<file path="config.mk">
export PLATFORM = sky130hd
export DESIGN_NAME = keypad_display_controller_core_flat
export DESIGN_NICKNAME = d
export VERILOG_FILES = /design/src/rtl/kdc_pkg.sv /design/src/rtl/kdc_req_if.sv /design/src/rtl/kdc_rsp_if.sv /design/src/rtl/kdc_display.sv /design/src/rtl/kdc_keyfifo.sv /design/src/rtl/keypad_display_controller_core.sv /design/src/flat_wrapper.sv
export SDC_FILE = /design/constraint.sdc
export NUM_CORES = 1
export LEC_CHECK = 0
export BUFFER_PORTS_ARGS = -buffer_cell sky130_fd_sc_hd__buf_4
export CORE_ASPECT_RATIO = 0.8
export CORE_MARGIN = 1
export CORE_UTILIZATION = 66
export DETAILED_ROUTE_END_ITERATION = 10
export HOLD_SLACK_MARGIN = 0.02
export MAX_ROUTING_LAYER = met4
export PLACE_DENSITY = 0.8
export SLEW_MARGIN = 25
export SYNTH_ARGS = -nofsm -noshare
export SYNTH_HDL_FRONTEND = slang
export SYNTH_SLANG_ARGS = --single-unit
</file>
<file path="constraint.sdc">
create_clock -name clk -period 6 [get_ports clk]
set_input_delay 0.3 -clock clk [delete_from_list [all_inputs] [get_ports clk]]
set_output_delay 0.3 -clock clk [all_outputs]
set_load 0.02 [all_outputs]
</file>
<file path="src/rtl/kdc_pkg.sv">
package kdc_pkg;

  // func codes of a request
  localparam logic [1:0] FUNC_WRITE = 2'd0;
  localparam logic [1:0] FUNC_READ  = 2'd1;
  localparam logic [1:0] FUNC_KEY   = 2'd2;

  // command codes, bits 7..5 of a command-port write
  localparam logic [2:0] CMD_MODE_SET   = 3'd0;
  localparam logic [2:0] CMD_READ_FIFO  = 3'd2;
  localparam logic [2:0] CMD_READ_DISP  = 3'd3;
  localparam logic [2:0] CMD_WRITE_DISP = 3'd4;
  localparam logic [2:0] CMD_CLEAR      = 3'd6;

  // clear fill select, bits 3..2 of a clear command
  localparam logic [1:0] FILL_SEL_BLANK = 2'b10;
  localparam logic [1:0] FILL_SEL_ONES  = 2'b11;

  localparam logic [7:0] FILL_ZERO  = 8'h00;
  localparam logic [7:0] FILL_BLANK = 8'h20;
  localparam logic [7:0] FILL_ONES  = 8'hFF;

  typedef struct packed {
    logic       wr;         // data-port write
    logic       rd_adv;     // data-port read of the display
    logic       load_addr;  // read/write display command
    logic [3:0] addr_raw;
    logic       auto_inc;
    logic       fill;
    logic [7:0] fill_val;
    logic [7:0] wdata;
  } disp_ctl_t;

  typedef struct packed {
    logic       push;
    logic       pop;
    logic       clear;
    logic [7:0] key;
  } fifo_ctl_t;

endpackage

</file>
<file path="src/rtl/kdc_req_if.sv">
interface kdc_req_if;
  logic       valid;
  logic       ready;
  logic [1:0] func;
  logic       a0;
  logic [7:0] data;

  modport source (output valid, output func, output a0, output data, input ready);
  modport sink (input valid, input func, input a0, input data, output ready);
endinterface

</file>
<file path="src/rtl/kdc_rsp_if.sv">
interface kdc_rsp_if;
  logic       valid;
  logic       ready;
  logic [7:0] read_data;

  modport source (output valid, output read_data, input ready);
  modport sink (input valid, input read_data, output ready);
endinterface

</file>
<file path="src/rtl/kdc_display.sv">
module kdc_display
  import kdc_pkg::*;
#(
  parameter int DISPLAY_DEPTH = 8
) (
  input  logic      clk,
  input  logic      rst,
  input  disp_ctl_t ctl,
  output logic [7:0] rd_data
);

  localparam int AW = $clog2(DISPLAY_DEPTH);

  logic [7:0]    ram [DISPLAY_DEPTH];
  logic [AW-1:0] addr;
  logic          auto_inc;

  logic [4:0]    raw_ext;
  logic [4:0]    raw_mod;
  logic [AW-1:0] addr_inc;

  // command address bits taken mod depth; raw < 16 <= 2 * depth
  assign raw_ext = {1'b0, ctl.addr_raw};
  assign raw_mod = (raw_ext >= 5'(DISPLAY_DEPTH)) ? raw_ext - 5'(DISPLAY_DEPTH) : raw_ext;
  assign addr_inc = (addr == AW'(DISPLAY_DEPTH - 1)) ? '0 : addr + 1'b1;

  assign rd_data = ram[addr];

  always_ff @(posedge clk) begin
    if (rst) begin
      addr     <= '0;
      auto_inc <= 1'b0;
      for (int i = 0; i < DISPLAY_DEPTH; i++) begin
        ram[i] <= FILL_ZERO;
      end
    end else begin
      if (ctl.fill) begin
        for (int i = 0; i < DISPLAY_DEPTH; i++) begin
          ram[i] <= ctl.fill_val;
        end
      end
      if (ctl.wr) begin
        ram[addr] <= ctl.wdata;
      end
      if (ctl.load_addr) begin
        addr     <= raw_mod[AW-1:0];
        auto_inc <= ctl.auto_inc;
      end else if ((ctl.wr || ctl.rd_adv) && auto_inc) begin
        addr <= addr_inc;
      end
    end
  end

endmodule

</file>
<file path="src/rtl/kdc_keyfifo.sv">
module kdc_keyfifo
  import kdc_pkg::*;
#(
  parameter int FIFO_DEPTH = 8
) (
  input  logic       clk,
  input  logic       rst,
  input  fifo_ctl_t  ctl,
  output logic [7:0] rd_data,
  output logic [7:0] status
);

  localparam int PW = $clog2(FIFO_DEPTH);

  logic [7:0]    mem [FIFO_DEPTH];
  logic [PW-1:0] head;
  logic [PW-1:0] tail;
  logic          overflow;
  logic          underflow;

  logic [PW-1:0] head_inc;
  logic [PW-1:0] tail_inc;
  logic [PW-1:0] count;
  logic          empty;
  logic          full;

  assign head_inc = (head == PW'(FIFO_DEPTH - 1)) ? '0 : head + 1'b1;
  assign tail_inc = (tail == PW'(FIFO_DEPTH - 1)) ? '0 : tail + 1'b1;
  assign count    = (tail >= head) ? tail - head : tail + PW'(FIFO_DEPTH) - head;
  assign empty    = (head == tail);
  // ring keeps one slot free
  assign full     = (count == PW'(FIFO_DEPTH - 1));

  assign rd_data = empty ? 8'h00 : mem[head];
  assign status  = {full, 1'b0, overflow, underflow, 4'(count)};

  always_ff @(posedge clk) begin
    if (rst) begin
      head      <= '0;
      tail      <= '0;
      overflow  <= 1'b0;
      underflow <= 1'b0;
    end else if (ctl.clear) begin
      head      <= '0;
      tail      <= '0;
      overflow  <= 1'b0;
      underflow <= 1'b0;
    end else if (ctl.push) begin
      if (full) begin
        overflow <= 1'b1;
      end else begin
        tail <= tail_inc;
      end
    end else if (ctl.pop) begin
      if (empty) begin
        underflow <= 1'b1;
      end else begin
        head <= head_inc;
      end
    end
  end

  always_ff @(posedge clk) begin
    if (ctl.push && !full) begin
      mem[tail] <= ctl.key;
    end
  end

endmodule

</file>
<file path="src/rtl/keypad_display_controller_core.sv">
// Keyboard and display controller.
// req carries one bus access or key arrival per transfer: func selects bus
// write, bus read or key code from the scanner, a0 picks data or
// command/status port, data is the write byte or the key code.
// rsp returns exactly one byte per request: the read result for a bus read,
// zero for everything else.
// A request taken into the request register executes there; its response is
// registered in the response register, which drives rsp.
// Throughput: one request per cycle while rsp does not stall; all state
// updates are register operations, including the whole-display fill of a clear.
// A stall on rsp holds the response register; req stays ready while the
// request register is empty or can move into the response register, so one
// more request is taken while the previous response waits, then req stalls.
// Reset (rst, synchronous) zeroes the display, empties the key FIFO, clears
// the flags, the display address and auto-increment, and selects FIFO reads.
// Mode set commands are accepted; display mode has no effect on any output.
module keypad_display_controller_core
  import kdc_pkg::*;
#(
  parameter int DISPLAY_DEPTH = 8,
  parameter int FIFO_DEPTH    = 8
) (
  input logic      clk,
  input logic      rst,
  kdc_req_if.sink  req,
  kdc_rsp_if.source rsp
);

  logic       s1_valid;
  logic [1:0] s1_func;
  logic       s1_a0;
  logic [7:0] s1_data;

  logic       out_valid;
  logic [7:0] out_data;

  logic       read_from_display;
  logic       rfd_next;

  logic       adv;
  logic       exec;
  logic [7:0] result;

  disp_ctl_t  disp_ctl;
  fifo_ctl_t  fifo_ctl;
  logic [7:0] disp_rd;
  logic [7:0] fifo_rd;
  logic [7:0] fifo_status;

  assign adv       = !out_valid || rsp.ready;
  assign exec      = s1_valid && adv;
  assign req.ready = !s1_valid || adv;
  assign rsp.valid     = out_valid;
  assign rsp.read_data = out_data;

  always_comb begin
    disp_ctl          = '0;
    fifo_ctl          = '0;
    disp_ctl.wdata    = s1_data;
    disp_ctl.addr_raw = s1_data[3:0];
    disp_ctl.auto_inc = s1_data[4];
    fifo_ctl.key      = s1_data;
    rfd_next          = read_from_display;
    result            = 8'h00;
    case (s1_func)
      FUNC_WRITE: begin
        if (!s1_a0) begin
          disp_ctl.wr = exec;
        end else begin
          case (s1_data[7:5])
            CMD_READ_FIFO: rfd_next = 1'b0;
            CMD_READ_DISP: begin
              rfd_next           = 1'b1;
              disp_ctl.load_addr = exec;
            end
            CMD_WRITE_DISP: disp_ctl.load_addr = exec;
            CMD_CLEAR: begin
              if (s1_data[0]) begin
                fifo_ctl.clear    = exec;
                disp_ctl.fill     = exec;
                disp_ctl.fill_val = FILL_ZERO;
              end else begin
                fifo_ctl.clear = exec && s1_data[1];
                disp_ctl.fill  = exec && s1_data[4];
                case (s1_data[3:2])
                  FILL_SEL_BLANK: disp_ctl.fill_val = FILL_BLANK;
                  FILL_SEL_ONES:  disp_ctl.fill_val = FILL_ONES;
                  default:        disp_ctl.fill_val = FILL_ZERO;
                endcase
              end
            end
            default: ;
          endcase
        end
      end
      FUNC_READ: begin
        if (s1_a0) begin
          result = fifo_status;
        end else if (read_from_display) begin
          result          = disp_rd;
          disp_ctl.rd_adv = exec;
        end else begin
          result       = fifo_rd;
          fifo_ctl.pop = exec;
        end
      end
      FUNC_KEY: fifo_ctl.push = exec;
      default: ;
    endcase
  end

  always_ff @(posedge clk) begin
    if (rst) begin
      s1_valid          <= 1'b0;
      out_valid         <= 1'b0;
      read_from_display <= 1'b0;
    end else begin
      if (req.valid && req.ready) begin
        s1_valid <= 1'b1;
      end else if (adv) begin
        s1_valid <= 1'b0;
      end
      if (adv) begin
        out_valid <= s1_valid;
      end
      if (exec) begin
        read_from_display <= rfd_next;
      end
    end
  end

  always_ff @(posedge clk) begin
    if (req.valid && req.ready) begin
      s1_func <= req.func;
      s1_a0   <= req.a0;
      s1_data <= req.data;
    end
    if (exec) begin
      out_data <= result;
    end
  end

  kdc_display #(
    .DISPLAY_DEPTH(DISPLAY_DEPTH)
  ) u_display (
    .clk     (clk),
    .rst     (rst),
    .ctl     (disp_ctl),
    .rd_data (disp_rd)
  );

  kdc_keyfifo #(
    .FIFO_DEPTH(FIFO_DEPTH)
  ) u_keyfifo (
    .clk     (clk),
    .rst     (rst),
    .ctl     (fifo_ctl),
    .rd_data (fifo_rd),
    .status  (fifo_status)
  );

endmodule
</file>
<file path="src/flat_wrapper.sv">
// flat-port wrapper written by rule: the top's interface ports become plain ports
module keypad_display_controller_core_flat import kdc_pkg::*;
#(
  parameter int DISPLAY_DEPTH = 8,
  parameter int FIFO_DEPTH    = 8
)
  (clk, rst, req_valid, req_func, req_a0, req_data, req_ready, rsp_valid, rsp_read_data, rsp_ready);
  kdc_req_if req_i ();
  kdc_rsp_if rsp_i ();
  input logic clk;
  input logic rst;
  input wire logic [$bits(req_i.valid)-1:0] req_valid;
  input wire logic [$bits(req_i.func)-1:0] req_func;
  input wire logic [$bits(req_i.a0)-1:0] req_a0;
  input wire logic [$bits(req_i.data)-1:0] req_data;
  output wire logic [$bits(req_i.ready)-1:0] req_ready;
  output wire logic [$bits(rsp_i.valid)-1:0] rsp_valid;
  output wire logic [$bits(rsp_i.read_data)-1:0] rsp_read_data;
  input wire logic [$bits(rsp_i.ready)-1:0] rsp_ready;
  assign req_i.valid = req_valid;
  assign req_i.func = req_func;
  assign req_i.a0 = req_a0;
  assign req_i.data = req_data;
  assign req_ready = req_i.ready;
  assign rsp_valid = rsp_i.valid;
  assign rsp_read_data = rsp_i.read_data;
  assign rsp_i.ready = rsp_ready;
  keypad_display_controller_core #(.DISPLAY_DEPTH(DISPLAY_DEPTH), .FIFO_DEPTH(FIFO_DEPTH)) u_core (.clk(clk), .rst(rst), .req(req_i), .rsp(rsp_i));
endmodule
</file>
==> qor.tcl <==
set qor(tritoncts) {done}
set qor(post_synth_inst_count) 480
set qor(ws_path_type) {reg -> reg}
set qor(timing.critical_path.to_type) {register}
set qor(cts-hold-fix-buffers) 0
set qor(wl_um) 16700
set qor(drt_pre_antenna_iters) 5
set qor(p_per_cell_area_nw_per_um2) 303
set qor(ctsHtreeMaxLevel) 4
set qor(share_of_flip_flops_with_an_asynchronous_set_or_reset_after_synthesis_pct) 0
set qor(gr-max-usage-layer) {met2}
set qor(insertion_delay_ps) 430
set qor(cts-root-to-sink-buffers) 2
set qor(outcome) {finished clean}
set qor(detail_route.iter0.violations) 667
set qor(timing_hold_violations_final) 0
set qor(relative_slew_margins_pct) 41.2
set qor(syn-num-nets) 504
set qor(hold_path_depth) 1
set qor(detail_route.vias_per_cell) 6.85
set qor(ys.warnings.count) 0
set qor(gpl.final_weighted_congestion) 0.847
set qor(yosys.cell_types.count) 49
set qor(power_frac_comb_pct) 2.7
set qor(antenna_cells_inserted) 0
set qor(io_buffers) 24
set qor(cts_root_buf) {sky130_fd_sc_hd__clkbuf_16}
set qor(cts.repair_timing.setup_buffer_count) 0
set qor(initial_antenna_violation_count) 0
set qor(global_route.usage.met1_pct) 42.9
set qor(drt.antenna.violating_nets) 0
set qor(leakage_nw) 3.23
set qor(die_x_um) 120
set qor(globalRouteMet3Util_pct) 9.66
set qor(drv_cap) 0
set qor(layout_min_cycle_time_ps) 2900
set qor(mappedNetlistArea_um2) 7320
set qor(timing.final.max_slew_violations) 0
set qor(setup_total_negative_slack_ps) 0
set qor(report.final.setup_viol) 0
set qor(critPathLaunchType) {register}
set qor(hold_path.class) {in -> reg}
set qor(rr_worst_depth) 8
set qor(power.ir.vdd_worst_uv) 185
set qor(rsz0062_at_grt) {false}
set qor(worst_clock_skew_ps) 9.30
set qor(grt_max_degree) 37
set qor(design.final.nets) 523
set qor(routed_wire_length_per_instance_um) 25.5
set qor(post_route_cells_drive_above_1_share_pct) 18.0
set qor(crit_arrival_ps) 2950
set qor(cts-resized-gates) 0
set qor(boundaryPins) 25
set qor(floorplan.core_area_um2) 10800
set qor(post-route-worst-setup-slack_ps) 3100
set qor(synth.yosys.seq_area_share_pct) 66.0
set qor(synthToLayoutAreaGrowth_pct) 12.0
set qor(multiInputGateArea_um2) 2350
set qor(synth-edff-count) 147
set qor(swShare_pct) 20.7
set qor(ys_ff_latch) 168
set qor(clock_power_share_pct) 43.9
set qor(worstPathMaxFanout) 9
set qor(cp_data_required_time_ps) 6060
set qor(switching_power_w) 0.000515
set qor(grt_pass1_vias) 4412
set qor(dieHeight_um) 96.2
set qor(detailed_place_hpwl_um) 10700
set qor(power.internal_w) 0.00197
set qor(register_area_um2) 4840
set qor(global_route.usage.met2_pct) 47.6
set qor(layout.cells.most_common) {sky130_fd_sc_hd__edfxtp_1}
set qor(numCtsBuffers) 17
set qor(worst-slew-pin-transition_ps) 881
set qor(final_cell_mix) {147 x sky130_fd_sc_hd__edfxtp_1, 56 x sky130_fd_sc_hd__a21o_1, 37 x sky130_fd_sc_hd__mux2i_1}
set qor(grt_pass1_wl_um) 25400
set qor(drc) 0
set qor(floorplan.initialDensity_pct) 67.5
set qor(post-place-ws_ps) 2880
set qor(overall_track_demand_over_capacity_in_global_routing_pct) 32.4
set qor(clock-sinks) 168
set qor(cts.clk_slew.worst_paths_ps) 60
set qor(top_ff_cell_synth) {sky130_fd_sc_hd__edfxtp_1}
set qor(fp.dieArea_um2) 11500
set qor(total_power_w) 0.00248
set qor(row_count) 34
set qor(synth_area_per_cell_um2) 15.3
set qor(final.fill_count) 630
set qor(total_via_count_in_the_routed_design) 4486
set qor(pwr-share-seq_pct) 53.4
set qor(maxClockFrequency_mhz) 345
set qor(timing.final.crit_share_pct) 48.3
set qor(global_route.overflow_total) 0
==> synthesized netlist by cell type (all sizes together) (2+ instances only) <==
library cell	count	share of area, %
and3	3	0.26
buf	20	1.4
and4	2	0.24
mux2i	37	5.1
nand3	12	0.82
nand2	17	0.87
nor2b	4	0.34
a21o	56	5.7
a31oi	3	0.26
dfxtp	21	5.7
o31ai	2	0.20
clkbuf	11	0.56
nand2b	3	0.26
nor4	3	0.43
o21a	9	0.92
nor3	4	0.27
and2	3	0.26
edfxtp	147	60
a21oi	9	0.62
and3b	3	0.41
a22oi	5	0.51
o21ai	12	0.82
o221ai	6	0.72
inv	5	0.26
o2111ai	2	0.24
nor4b	3	0.36
nor3b	5	0.51
o22ai	2	0.17
nand4	5	0.43
ha	8	1.4
nor2	24	1.2
mux4	22	6.8
==> metal layers <==
metal / vias to the layer above / wire length (um)
met5: - / 0
met4: 0 / 376
met3: 40 / 1750
met2: 257 / 7910
met1: 2259 / 6670
li1: 1930 / -
==> metrics by stage <==
stage	cells	area, um^2	utilization (%)	hold slack (ps)
after CTS	655	8180	75.4	42.3
final	655	8200	75.6	49.5
after detailed placement	624	7600	70.1	456
after global routing	655	8200	75.6	36.5
after floorplan	480	7320	-	399
after global placement	624	7590	70.0	448
==> final timing paths <==
path / startpoint / to / slack, ps
max: u_core.u_keyfifo.tail[0] / u_core.u_keyfifo.mem[3][4] / 3100
min: req_data[3] / u_core.s1_data[3] / 50
max reg2reg: u_core.u_keyfifo.tail[0] / u_core.u_keyfifo.mem[3][4] / 3100
min reg2reg: u_core.u_keyfifo.overflow / u_core.u_keyfifo.overflow / 470
==> flip-flops by register name (all words and copies together) (netlist names), named ones only <==
signal                      flops
u_core.u_display.auto_inc       1
u_core.s1_func                  2
u_core.u_keyfifo.mem           64
u_core.s1_data                  8
u_core.u_keyfifo.head           3
u_core.u_display.addr           3
u_core.read_from_display        1
u_core.u_keyfifo.underflow      1
u_core.rsp.read_data            8
u_core.rsp.valid                1
u_core.s1_valid                 1
u_core.u_keyfifo.overflow       1
u_core.s1_a0                    1
u_core.u_display.ram           64
u_core.u_keyfifo.tail           3
==> logic make-up (layout without fill, tap and decap cells) <==
kind of cell    after synthesis  after routing  share of synthesized area [%]
compound gates              107            107                           10.3
xor+xnor                      2              2                          0.427
buf+inv                      36             67                           2.19
fa+ha+maj                     9              9                           1.64
mux                          59             59                           11.8
simple gates                 99             99                           7.59
flops                       168            168                           66.0
==> area by class of cell <==
cell class | instances | share of cell area, %
flip-flops and latches | 168 | 59.0
well taps | 144 | 2.20
clock inverters | 13 | 1.88
repair buffers | 31 | 2.84
inverters | 5 | 0.229
clock buffers | 18 | 5.23
multi-input cells | 276 | 28.6
==> power groups by stage <==
stage	sequential [W]	clock, W	combinational, W
detailed placement	0.00135	0	0.0000649
CTS	0.00133	0.00109	0.0000659
global route	0.00133	0.00114	0.0000709
finish	0.00133	0.00109	0.0000665
floorplan	0.00133	0	0.0000429
global placement	0.00135	0	0.0000625
==> critical path, cell delays in order, from the launching register on <==
cell                       delay, ps
sky130_fd_sc_hd__dfxtp_1         400
sky130_fd_sc_hd__inv_1           100
sky130_fd_sc_hd__ha_1            150
sky130_fd_sc_hd__inv_1            50
sky130_fd_sc_hd__fa_1            430
sky130_fd_sc_hd__xnor3_1         240
sky130_fd_sc_hd__nand3b_1        250
sky130_fd_sc_hd__nand3_1         240
sky130_fd_sc_hd__nor3b_2         650
(Power assumes the default switching activity.)
